### src/rtl/mse_pkg.sv
package mse_pkg;

  // Operation codes of the decoded instruction; 14 and 15 have no meaning.
  typedef enum logic [3:0] {
    CMD_ADD  = 4'd0,
    CMD_ADDI = 4'd1,
    CMD_MUL  = 4'd2,
    CMD_DIV  = 4'd3,
    CMD_MFLO = 4'd4,
    CMD_MFHI = 4'd5,
    CMD_LW   = 4'd6,
    CMD_SW   = 4'd7,
    CMD_LA   = 4'd8,
    CMD_J    = 4'd9,
    CMD_BEQ  = 4'd10,
    CMD_BGT  = 4'd11,
    CMD_BLT  = 4'd12,
    CMD_NOP  = 4'd13
  } cmd_e;

  typedef enum logic [3:0] {
    ST_IDLE,
    ST_READ,
    ST_DECODE,
    ST_ITER,
    ST_ADDR,
    ST_WRAP,
    ST_MEMACC,
    ST_MEMRD,
    ST_FINISH
  } state_e;

  localparam int unsigned WORD_W = 32;

  // Request to the shared multiply/divide unit.
  typedef struct packed {
    logic start;
    logic is_div;
  } md_req_t;

endpackage

### src/rtl/mse_muldiv.sv
module mse_muldiv (
  input  logic             clk_i,
  input  logic             rst_ni,
  input  mse_pkg::md_req_t req_i,
  input  logic [31:0]      op_a_i,
  input  logic [31:0]      op_b_i,
  output logic             done_o,
  output logic [31:0]      lo_o,
  output logic [31:0]      rem_o
);
  import mse_pkg::*;

  // One bit per cycle. Multiply: a_q accumulates, b_q is the shifted
  // multiplicand, c_q the multiplier. Divide: a_q is the partial remainder,
  // b_q the divisor, c_q the dividend that turns into the quotient.
  logic [32:0] a_q, a_d;
  logic [31:0] b_q, b_d;
  logic [31:0] c_q, c_d;
  logic [4:0]  cnt_q;
  logic        run_q;
  logic        done_q;
  logic        div_q;

  logic [32:0] add_x, add_y;
  logic        add_cin;
  logic [33:0] add_sum;
  logic [32:0] shifted;

  assign shifted = {a_q[31:0], c_q[WORD_W-1]};

  always_comb begin
    if (div_q) begin
      add_x   = shifted;
      add_y   = ~{1'b0, b_q};
      add_cin = 1'b1;
    end else begin
      add_x   = a_q;
      add_y   = c_q[0] ? {1'b0, b_q} : 33'd0;
      add_cin = 1'b0;
    end
    add_sum = {1'b0, add_x} + {1'b0, add_y} + {33'd0, add_cin};

    if (div_q) begin
      // A carry out means the shifted remainder was not below the divisor.
      a_d = add_sum[33] ? add_sum[32:0] : shifted;
      b_d = b_q;
      c_d = {c_q[30:0], add_sum[33]};
    end else begin
      a_d = {1'b0, add_sum[31:0]};
      b_d = {b_q[30:0], 1'b0};
      c_d = {1'b0, c_q[31:1]};
    end
  end

  always_ff @(posedge clk_i or negedge rst_ni) begin
    if (!rst_ni) begin
      run_q  <= 1'b0;
      done_q <= 1'b0;
      cnt_q  <= '0;
    end else begin
      done_q <= 1'b0;
      if (req_i.start) begin
        run_q <= 1'b1;
        cnt_q <= '0;
      end else if (run_q) begin
        cnt_q <= cnt_q + 5'd1;
        if (cnt_q == 5'd31) begin
          run_q  <= 1'b0;
          done_q <= 1'b1;
        end
      end
    end
  end

  always_ff @(posedge clk_i) begin
    if (req_i.start) begin
      a_q   <= '0;
      b_q   <= op_b_i;
      c_q   <= op_a_i;
      div_q <= req_i.is_div;
    end else if (run_q) begin
      a_q <= a_d;
      b_q <= b_d;
      c_q <= c_d;
    end
  end

  assign done_o = done_q;
  assign lo_o   = div_q ? c_q : a_q[31:0];
  assign rem_o  = a_q[31:0];

  a_no_restart : assert property (@(posedge clk_i) disable iff (!rst_ni)
    req_i.start |-> !run_q)
    else $error("muldiv started while running");

  a_done_after_run : assert property (@(posedge clk_i) disable iff (!rst_ni)
    done_q |-> ($past(run_q) && !run_q))
    else $error("muldiv done without a finished run");

  a_rem_below_div : assert property (@(posedge clk_i) disable iff (!rst_ni)
    (done_q && div_q && (b_q != 32'd0)) |-> (a_q < {1'b0, b_q}))
    else $error("muldiv remainder not below divisor");

endmodule

### config.mk
export PLATFORM = sky130hd
export DESIGN_NAME = mse_muldiv
export DESIGN_NICKNAME = d
export VERILOG_FILES = /design/src/rtl/mse_pkg.sv /design/src/rtl/mse_muldiv.sv
export SDC_FILE = /design/constraint.sdc
export NUM_CORES = 1
export LEC_CHECK = 0
export BUFFER_PORTS_ARGS = -buffer_cell sky130_fd_sc_hd__buf_2
export CORE_MARGIN = 10
export CORE_UTILIZATION = 27
export DETAILED_ROUTE_END_ITERATION = 10
export PLACE_DENSITY_LB_ADDON = 0.2
export RECOVER_POWER = 50
export SYNTH_ARGS = -nofsm -noshare
export SYNTH_HDL_FRONTEND = slang
export SYNTH_SLANG_ARGS = --single-unit
### constraint.sdc
create_clock -name clk_i -period 8.4 [get_ports clk_i]
set_input_delay 0.42 -clock clk_i [delete_from_list [all_inputs] [get_ports clk_i]]
set_output_delay 0.42 -clock clk_i [all_outputs]
set_load 0.01 [all_outputs]
==> results of run 1 <==
-- flip-flops by register name (all words and copies together) (netlist names) --
name,cells
done_o,1
div_q,1
a_q,33
cnt_q,5
b_q,32
run_q,1
c_q,32
-- power by group --
group / total [mW] / internal, mW / switching, mW
Combinational: 0.694 / 0.266 / 0.428
Clock: 0.440 / 0.224 / 0.216
Sequential: 0.709 / 0.628 / 0.0815
Total: 1.84 / 1.12 / 0.726
-- critical path, stage by stage --
cell and delay (ns):
clkbuf_1 1.68, clkbuf_1 2.93, o21ai_0 0.46
-- through the flow --
step	util, %	power, mW	worst slack [ns]	cell area, sq um
2_1_floorplan	-	1.224	4.780	7669
3_3_place_gp	30.10	1.423	3.528	8408
3_5_place_dp	30.10	1.425	3.411	8408
4_1_cts	31.21	1.872	3.375	8717
5_1_grt	31.01	1.980	2.145	8662
6_report	31.01	1.844	2.815	8662
-- routing by layer --
layer / wire, um / vias to the layer above / share of wire, % / global-route usage (%)
met5: 0 / - / 0 / 0
met4: 183 / 0 / 0.72 / 2.534
met3: 1467 / 9 / 5.8 / 3.157
met2: 10670 / 168 / 42 / 20.05
met1: 12990 / 3146 / 51 / 20.55
li1: - / 3448 / - / -
-- layout by cell type (no fill, tap or decap), types with 7 or more instances in the layout --
master / n
buf_2: 96
a21o_1: 7
xnor2_1: 14
inv_1: 14
a21oi_1: 38
clkbuf_1: 39
xor2_1: 14
nor3_1: 10
nand3_1: 12
mux2i_1: 8
o211ai_1: 13
mux2_2: 30
edfxtp_1: 65
ha_1: 33
a211oi_1: 14
a21boi_0: 31
nand2_1: 271
nor2_1: 69
clkbuf_16: 10
o21ai_0: 101
dfxtp_1: 33
-- cells by family (layout without fill, tap and decap cells) --
logic type,Yosys count,after routing,share of synthesized area (%)
compound gates,248,248,20.70
xor+xnor,28,28,3.198
fa+ha+maj,35,35,5.906
buf+inv,102,172,6.738
flops,105,105,36.35
mux,39,39,5.596
simple gates,397,397,21.50
-- how the worst max path moves through the flow --
stage	slack, ns	startpoint	cells after the start	end
2_1_floorplan	4.78	div_q	18	a_q[20]
3_3_place_gp	3.53	div_q	14	a_q[2]
3_5_place_dp	3.41	div_q	14	a_q[7]
4_1_cts	3.38	div_q	14	a_q[7]
5_1_grt	2.14	req_i[1]	3	c_q[27]
6_report	2.81	req_i[1]	3	c_q[6]
-- area by class of cell --
type | count | area, sq um | share of cell area (%)
Multi-Input combinational cell | 747 | 4367 | 50.41
Sequential cell | 105 | 2789 | 32.20
Timing Repair Buffer | 141 | 678.2 | 7.829
Tap cell | 378 | 473.0 | 5.460
Clock buffer | 11 | 254.0 | 2.932
Inverter | 15 | 56.30 | 0.6500
Clock inverter | 5 | 45.04 | 0.5200
-- what timing repair did --
action	CTS	global route
endpoints found under the setup margin	0	0
buffers inserted	0	0
hold buffers	1	0
endpoints found under the hold margin	7	0
==> impl_metrics.ini, run 1 <==
[cts]
clk_latency_ns = 0.36
cts_tree = yes
htree_levels = 3
clk_transition_reported_paths_ns = 0.08
root_buffer = clkbuf_16
ctsLongestPathBuffers = 2
cts_buffers = 9
cts_resized = 0
clock_sinks = 105

[synthesis]
yosys-top-cells-count = nand2_1, o21ai_0, nor2_1
postSynthCellCount = 954
yosysWarningCount = 0
synth_largest_area_cell = edfxtp_1
synthDistinctLibCells = 71
synth_nets = 1057
async_reset_ff_share_pct = 6.667
yosysTopAreaCellShare_pct = 25.45
synth_edf_count = 65
synth-main-ff-cell = edfxtp_1
synth-seq-area-share_pct = 36.35
post_synth_instance_area_sq_um = 7669
syn_avg_cell_area_sq_um = 8.038
synthTopCellsByArea = edfxtp_1, nand2_1, dfxtp_1, o21ai_0, ha_1
synth_most_common_cell = nand2_1
synth-seq-cells = 105

[place]
hpwl_um = 18910
port_buffers = 132
gp_congestion = 0.8092
dp_cells = 1385

[timing]
slew_headroom_pct = -168.0
fin_crit_ns = 5.585
hold_viol_final = 0
timing.hold.ws_ns = 0.2608
setup_tns_ns = 0
fin_worst_skew_ns = 0.01124
maxSlewViolCount = 178
setup_viol = 0
rsz0062_at_grt = false
clock.fmax_ghz = 0.1790
worst-slew-pin-transition_ns = 4.020
post-route-period-util_pct = 66.49

[global_routing]
gr-total-overflow = 0
track_usage_pct = 13.88
grt_pass1_vias = 6625
grt_pass1_wl_um = 39250
grt_start_max_net_pins = 88
grt_antenna_before_repair = 1

[route]
wire_per_inst_um = 18.06
via_per_inst = 4.830
wl_um = 25310
drt_iter0_markers = 409
route.detailed.drc = 0
dr.pass1.iters = 5
ant_nets = 0
via_count = 6771

[floorplan]
rows = 61
dieArea_sq_um = 35540
start_util_pct = 27.45
ios = 133
die_x_um = 188.5
core_area_sq_um = 27930
fp.dieH_um = 188.5

[layout]
nets = 1122
num_antenna_cells = 0
drive_gt1_share_pct = 16.41
area_growth_pct = 12.95
fin_cells = 1402
fillers = 3123

[run_status]
violations = capacitance limit, slew limit
outcome = finished, violations left

[pwr]
power_density_nw_per_um2 = 212.9
p_leak_nw = 3.700
irDropWorstVdd_mv = 0.08977

[worst_setup_path]
arrival_ns = 5.53
worst-r2r-setup-slack_ns = 3.22
rr_endpoint = a_q[7]
crit_type = in -> reg
ff2ff_path_depth = 14
cp.required_ns = 8.35
cp-start-kind = input pin
critPathMaxFanout = 87
cp-end-kind = flip-flop
r2r_start = div_q

[min_path]
hold_depth = 1
hp-class = in -> reg
whs_endpoint = div_q
hp-start = req_i[0]

[flow_run]
cap_violations = 3
Power figures use the tool's default switching activity.
==> run 2: changes to the inputs <==
Clock period 8.4 ns to 4.9 ns, I/O delays scaled along.
==> impl_metrics.ini, run 2 (synthesis results as in run 1) <==
[route]
route.detailed.drc = 0
drt_iter0_markers = 483
ant_nets = 0
dr.pass1.iters = 4
wl_um = 24890
wire_per_inst_um = 17.69
via_per_inst = 4.852
via_count = 6827

[timing]
clock.fmax_ghz = 0.2316
fin_worst_skew_ns = 0.006837
setup_viol = 0
rsz0062_at_grt = false
hold_viol_final = 0
post-route-period-util_pct = 88.13
setup_tns_ns = 0
fin_crit_ns = 4.319
slew_headroom_pct = -86.48
maxSlewViolCount = 147
worst-slew-pin-transition_ns = 2.797

[cts]
cts_resized = 0
clock_sinks = 105
ctsLongestPathBuffers = 2
cts_buffers = 9
root_buffer = clkbuf_16
clk_latency_ns = 0.36
clk_transition_reported_paths_ns = 0.08
cts_tree = yes
htree_levels = 3

[place]
gp_congestion = 0.8651
place_area_sq_um = 8458
port_buffers = 132
hpwl_um = 18790

[layout]
final_common_cell = nand2_1
reg_top3 = a_q: 33 flops, b_q: 32 flops, c_q: 32 flops
fillers = 3095
num_antenna_cells = 0
seq_area_sq_um = 2789
final_cell_mix = nand2_1, o21ai_0, buf_2
top_register = a_q
multi_input_area_sq_um = 4367
nets = 1127
post-route-cell-area_sq_um = 8715
largest_register_ffs = 33
drive_gt1_share_pct = 16.81
area_growth_pct = 13.64

[pwr]
p_leak_nw = 3.736
irDropWorstVdd_mv = 0.1614
power_density_nw_per_um2 = 365.8

[worst_setup_path]
arrival_ns = 4.32
cp-start-kind = input pin
crit_type = in -> reg
critPathMaxFanout = 60
cp-end-kind = flip-flop
cp.required_ns = 4.90

[floorplan]
rows = 61
core_area_sq_um = 27930
start_util_pct = 27.45
fp.dieH_um = 188.5
die_x_um = 188.5
dieArea_sq_um = 35540
ios = 133

[flow_run]
cap_violations = 3

[min_path]
hp-class = in -> reg

[global_routing]
track_usage_pct = 13.69
grt_pass1_wl_um = 38960
gr-total-overflow = 0
grt_antenna_before_repair = 0
grt_pass1_vias = 6630
grt_start_max_net_pins = 61

[run_status]
outcome = finished, violations left
violations = capacitance limit, slew limit
## run 2: final timing paths
path | startpoint | endpoint | slack [ns] | depth (start not counted)
min | req_i[0] | div_q | 0.10 | 1
max in group asynchronous | rst_ni | run_q | 4.26 | 2
max | req_i[1] | b_q[6] | 0.58 | 4
max reg2reg | div_q | a_q[20] | 0.63 | 16
min reg2reg | cnt_q[4] | cnt_q[4] | 0.54 | 2
min in group asynchronous | rst_ni | done_o | 0.33 | 2
## run 2: where the power goes
group,internal [mW],switching [mW]
sequential,1.08,0.131
combinational,0.462,0.733
clock,0.407,0.378
total,1.95,1.24
## run 2: metal layers
| metal | share of wire (%) | up-vias | track usage, % |
|---|---|---|---|
| met2 | 42 | 164 | 19.99 |
| met1 | 51 | 3191 | 20.03 |
| met4 | 0.95 | 0 | 2.839 |
| li1 | - | 3460 | - |
| met5 | 0 | - | 0 |
| met3 | 5.7 | 12 | 3.010 |
## run 2: repair_timing
action / CTS / global route
hold buffers: 1 / 0
setup buffers: 0 / 0
hold endpoints to repair: 7 / 0
## run 2: layout make-up
class | count | share of cell area, %
Clock inverter | 6 | 0.8614
Timing Repair Buffer | 146 | 8.327
Clock buffer | 10 | 2.627
Tap cell | 378 | 5.427
Multi-Input combinational cell | 747 | 50.11
Inverter | 15 | 0.6461
Sequential cell | 105 | 32.00
## run 2: critical path: stages
cell	delay, ns
clkbuf_1	1.94
clkbuf_1	1.53
a21o_1	0.14
buf_4	0.42
## run 2: metrics by stage
stage	total power [mW]	hold slack [ns]	utilization (%)	setup WS [ns]	instances
after floorplan	2.098	-0.05059	-	1.280	954
after global placement	2.444	0.09216	30.28	0.7962	1390
after detailed placement	2.444	0.09139	30.28	0.6435	1390
after CTS	3.246	0.07631	31.40	0.5938	1407
after global routing	3.418	0.1188	31.20	0.09965	1407
final	3.188	0.1045	31.20	0.5814	1407
==> run 3: changes to the inputs <==
Clock period 4.9 ns to 4.4 ns, I/O delays scaled along.
==> impl_metrics.ini, run 3 (synthesis results as in run 1) <==
[run_status]
outcome = finished, violations left
violations = capacitance limit, slew limit

[route]
via_per_inst = 4.829
ant_nets = 0
dr.pass1.iters = 6
drt_iter0_markers = 412
route.detailed.drc = 0
via_count = 6814
wl_um = 25120
wire_per_inst_um = 17.80

[layout]
final_cell_mix = nand2_1, o21ai_0, buf_2
post-route-cell-area_sq_um = 8726
reg_top3 = a_q: 33 flops, b_q: 32 flops, c_q: 32 flops
fillers = 3075
area_growth_pct = 13.79
drive_gt1_share_pct = 16.75
final_common_cell = nand2_1
nets = 1131
largest_register_ffs = 33
num_antenna_cells = 0
top_register = a_q

[min_path]
hp-class = in -> reg

[timing]
rsz0062_at_grt = false
setup_tns_ns = 0
slew_headroom_pct = -44.14
setup_viol = 0
worst-slew-pin-transition_ns = 2.162
timing.hold.ws_ns = 0.1192
maxSlewViolCount = 48
fin_crit_ns = 3.805
hold_viol_final = 0
clock.fmax_ghz = 0.2628
fin_worst_skew_ns = 0.01156
post-route-period-util_pct = 86.48

[place]
gp_congestion = 0.8653
place_area_sq_um = 8488
hpwl_um = 19050
port_buffers = 132

[floorplan]
rows = 61
ios = 133
dieArea_sq_um = 35540
fp.dieH_um = 188.5
start_util_pct = 27.45
die_x_um = 188.5
core_area_sq_um = 27930

[worst_setup_path]
crit_type = reg -> reg
arrival_ns = 4.05
crit_family = compound AO/OA/AOI/OAI gates
path_cells = buf_4 -> nand2_1 -> nand2_1 -> fa_1 -> inv_1 -> fa_1 -> nor2b_1 -> o31ai_2 -> a31oi_1 -> o21a_1 -> o21ai_1 -> o21ai_0 -> mux2i_1 -> a2111oi_2 -> a211o_1
critPathBufInv = 2
critPathSlowestCell = buf_4
cp-end-kind = flip-flop
cp.required_ns = 4.65
cp-start-kind = flip-flop
critPathMaxFanout = 41
max_stage_delay_ns = 0.47

[cts]
root_buffer = clkbuf_16
clk_transition_reported_paths_ns = 0.08
clock_sinks = 105
htree_levels = 3
clk_latency_ns = 0.36
ctsLongestPathBuffers = 2
cts_tree = yes
cts_buffers = 9

[global_routing]
gr-total-overflow = 0
met2_usage_pct = 19.72
grt_antenna_before_repair = 0
grt_pass1_vias = 6677
grt-busiest-layer = met1
met3_usage_pct = 2.530
grt_pass1_wl_um = 38850
grt_start_max_net_pins = 71
met1_usage_pct = 20.56
track_usage_pct = 13.67

[flow_run]
cap_violations = 1

[pwr]
total_power_mw = 3.508
power_density_nw_per_um2 = 402.0
irDropWorstVdd_mv = 0.1718
p_leak_nw = 3.730
[run 3: changes by cell type in the layout (fill, tap and decap cells not counted), moves of 2 or more]
cell,change
buf_4,+4
clkbuf_8,+2
buf_2,-5
clkbuf_1,+4
inv_6,+2
inv_8,-2
[run 3: per-layer routing]
layer  vias to the layer above  share of wire, %
met2                       152                43
met1                      3178                53
met3                        12               4.0
met4                         0              0.93
met5                         -                 0
li1                       3472                 -
[run 3: report_power, final]
| part | total (mW) | switching [mW] | internal (mW) |
|---|---|---|---|
| sequential | 1.35 | 0.148 | 1.20 |
| combinational | 1.33 | 0.816 | 0.517 |
| clock | 0.828 | 0.404 | 0.423 |
| total | 3.51 | 1.37 | 2.14 |
[run 3: path summary, 6_finish.rpt]
check	to	slack, ns	cells after the start	from
worst max-delay path	a_q[20]	0.59	15	div_q
worst min-delay path	div_q	0.12	1	req_i[0]
worst max register to register	a_q[20]	0.59	15	div_q
worst min register to register	a_q[12]	0.54	2	a_q[11]
max in group asynchronous	run_q	3.81	2	rst_ni
min in group asynchronous	cnt_q[4]	0.29	2	rst_ni
[run 3: what timing repair did]
item	in CTS	in global routing
hold buffers	1	0
gates resized for setup	0	0
buffers inserted	0	0
hold endpoints to repair	7	0
[run 3: stage by stage]
stage | std cells | setup slack [ns] | util, %
6_report | 1411 | 0.5949 | 31.24
3_5_place_dp | 1394 | 0.6198 | 30.39
4_1_cts | 1411 | 0.5875 | 31.46
2_1_floorplan | 954 | 0.7803 | -
3_3_place_gp | 1394 | 0.7220 | 30.39
5_1_grt | 1411 | 0.2176 | 31.24
[run 3: cell type report]
type | count | area, sq um | share of cell area, %
multi-input cells | 747 | 4367 | 50.04
flip-flops and latches | 105 | 2789 | 31.96
repair buffers | 150 | 750.7 | 8.603
well taps | 378 | 473.0 | 5.420
clock buffers | 12 | 256.5 | 2.939
inverters | 15 | 56.30 | 0.6453
clock inverters | 4 | 33.78 | 0.3872
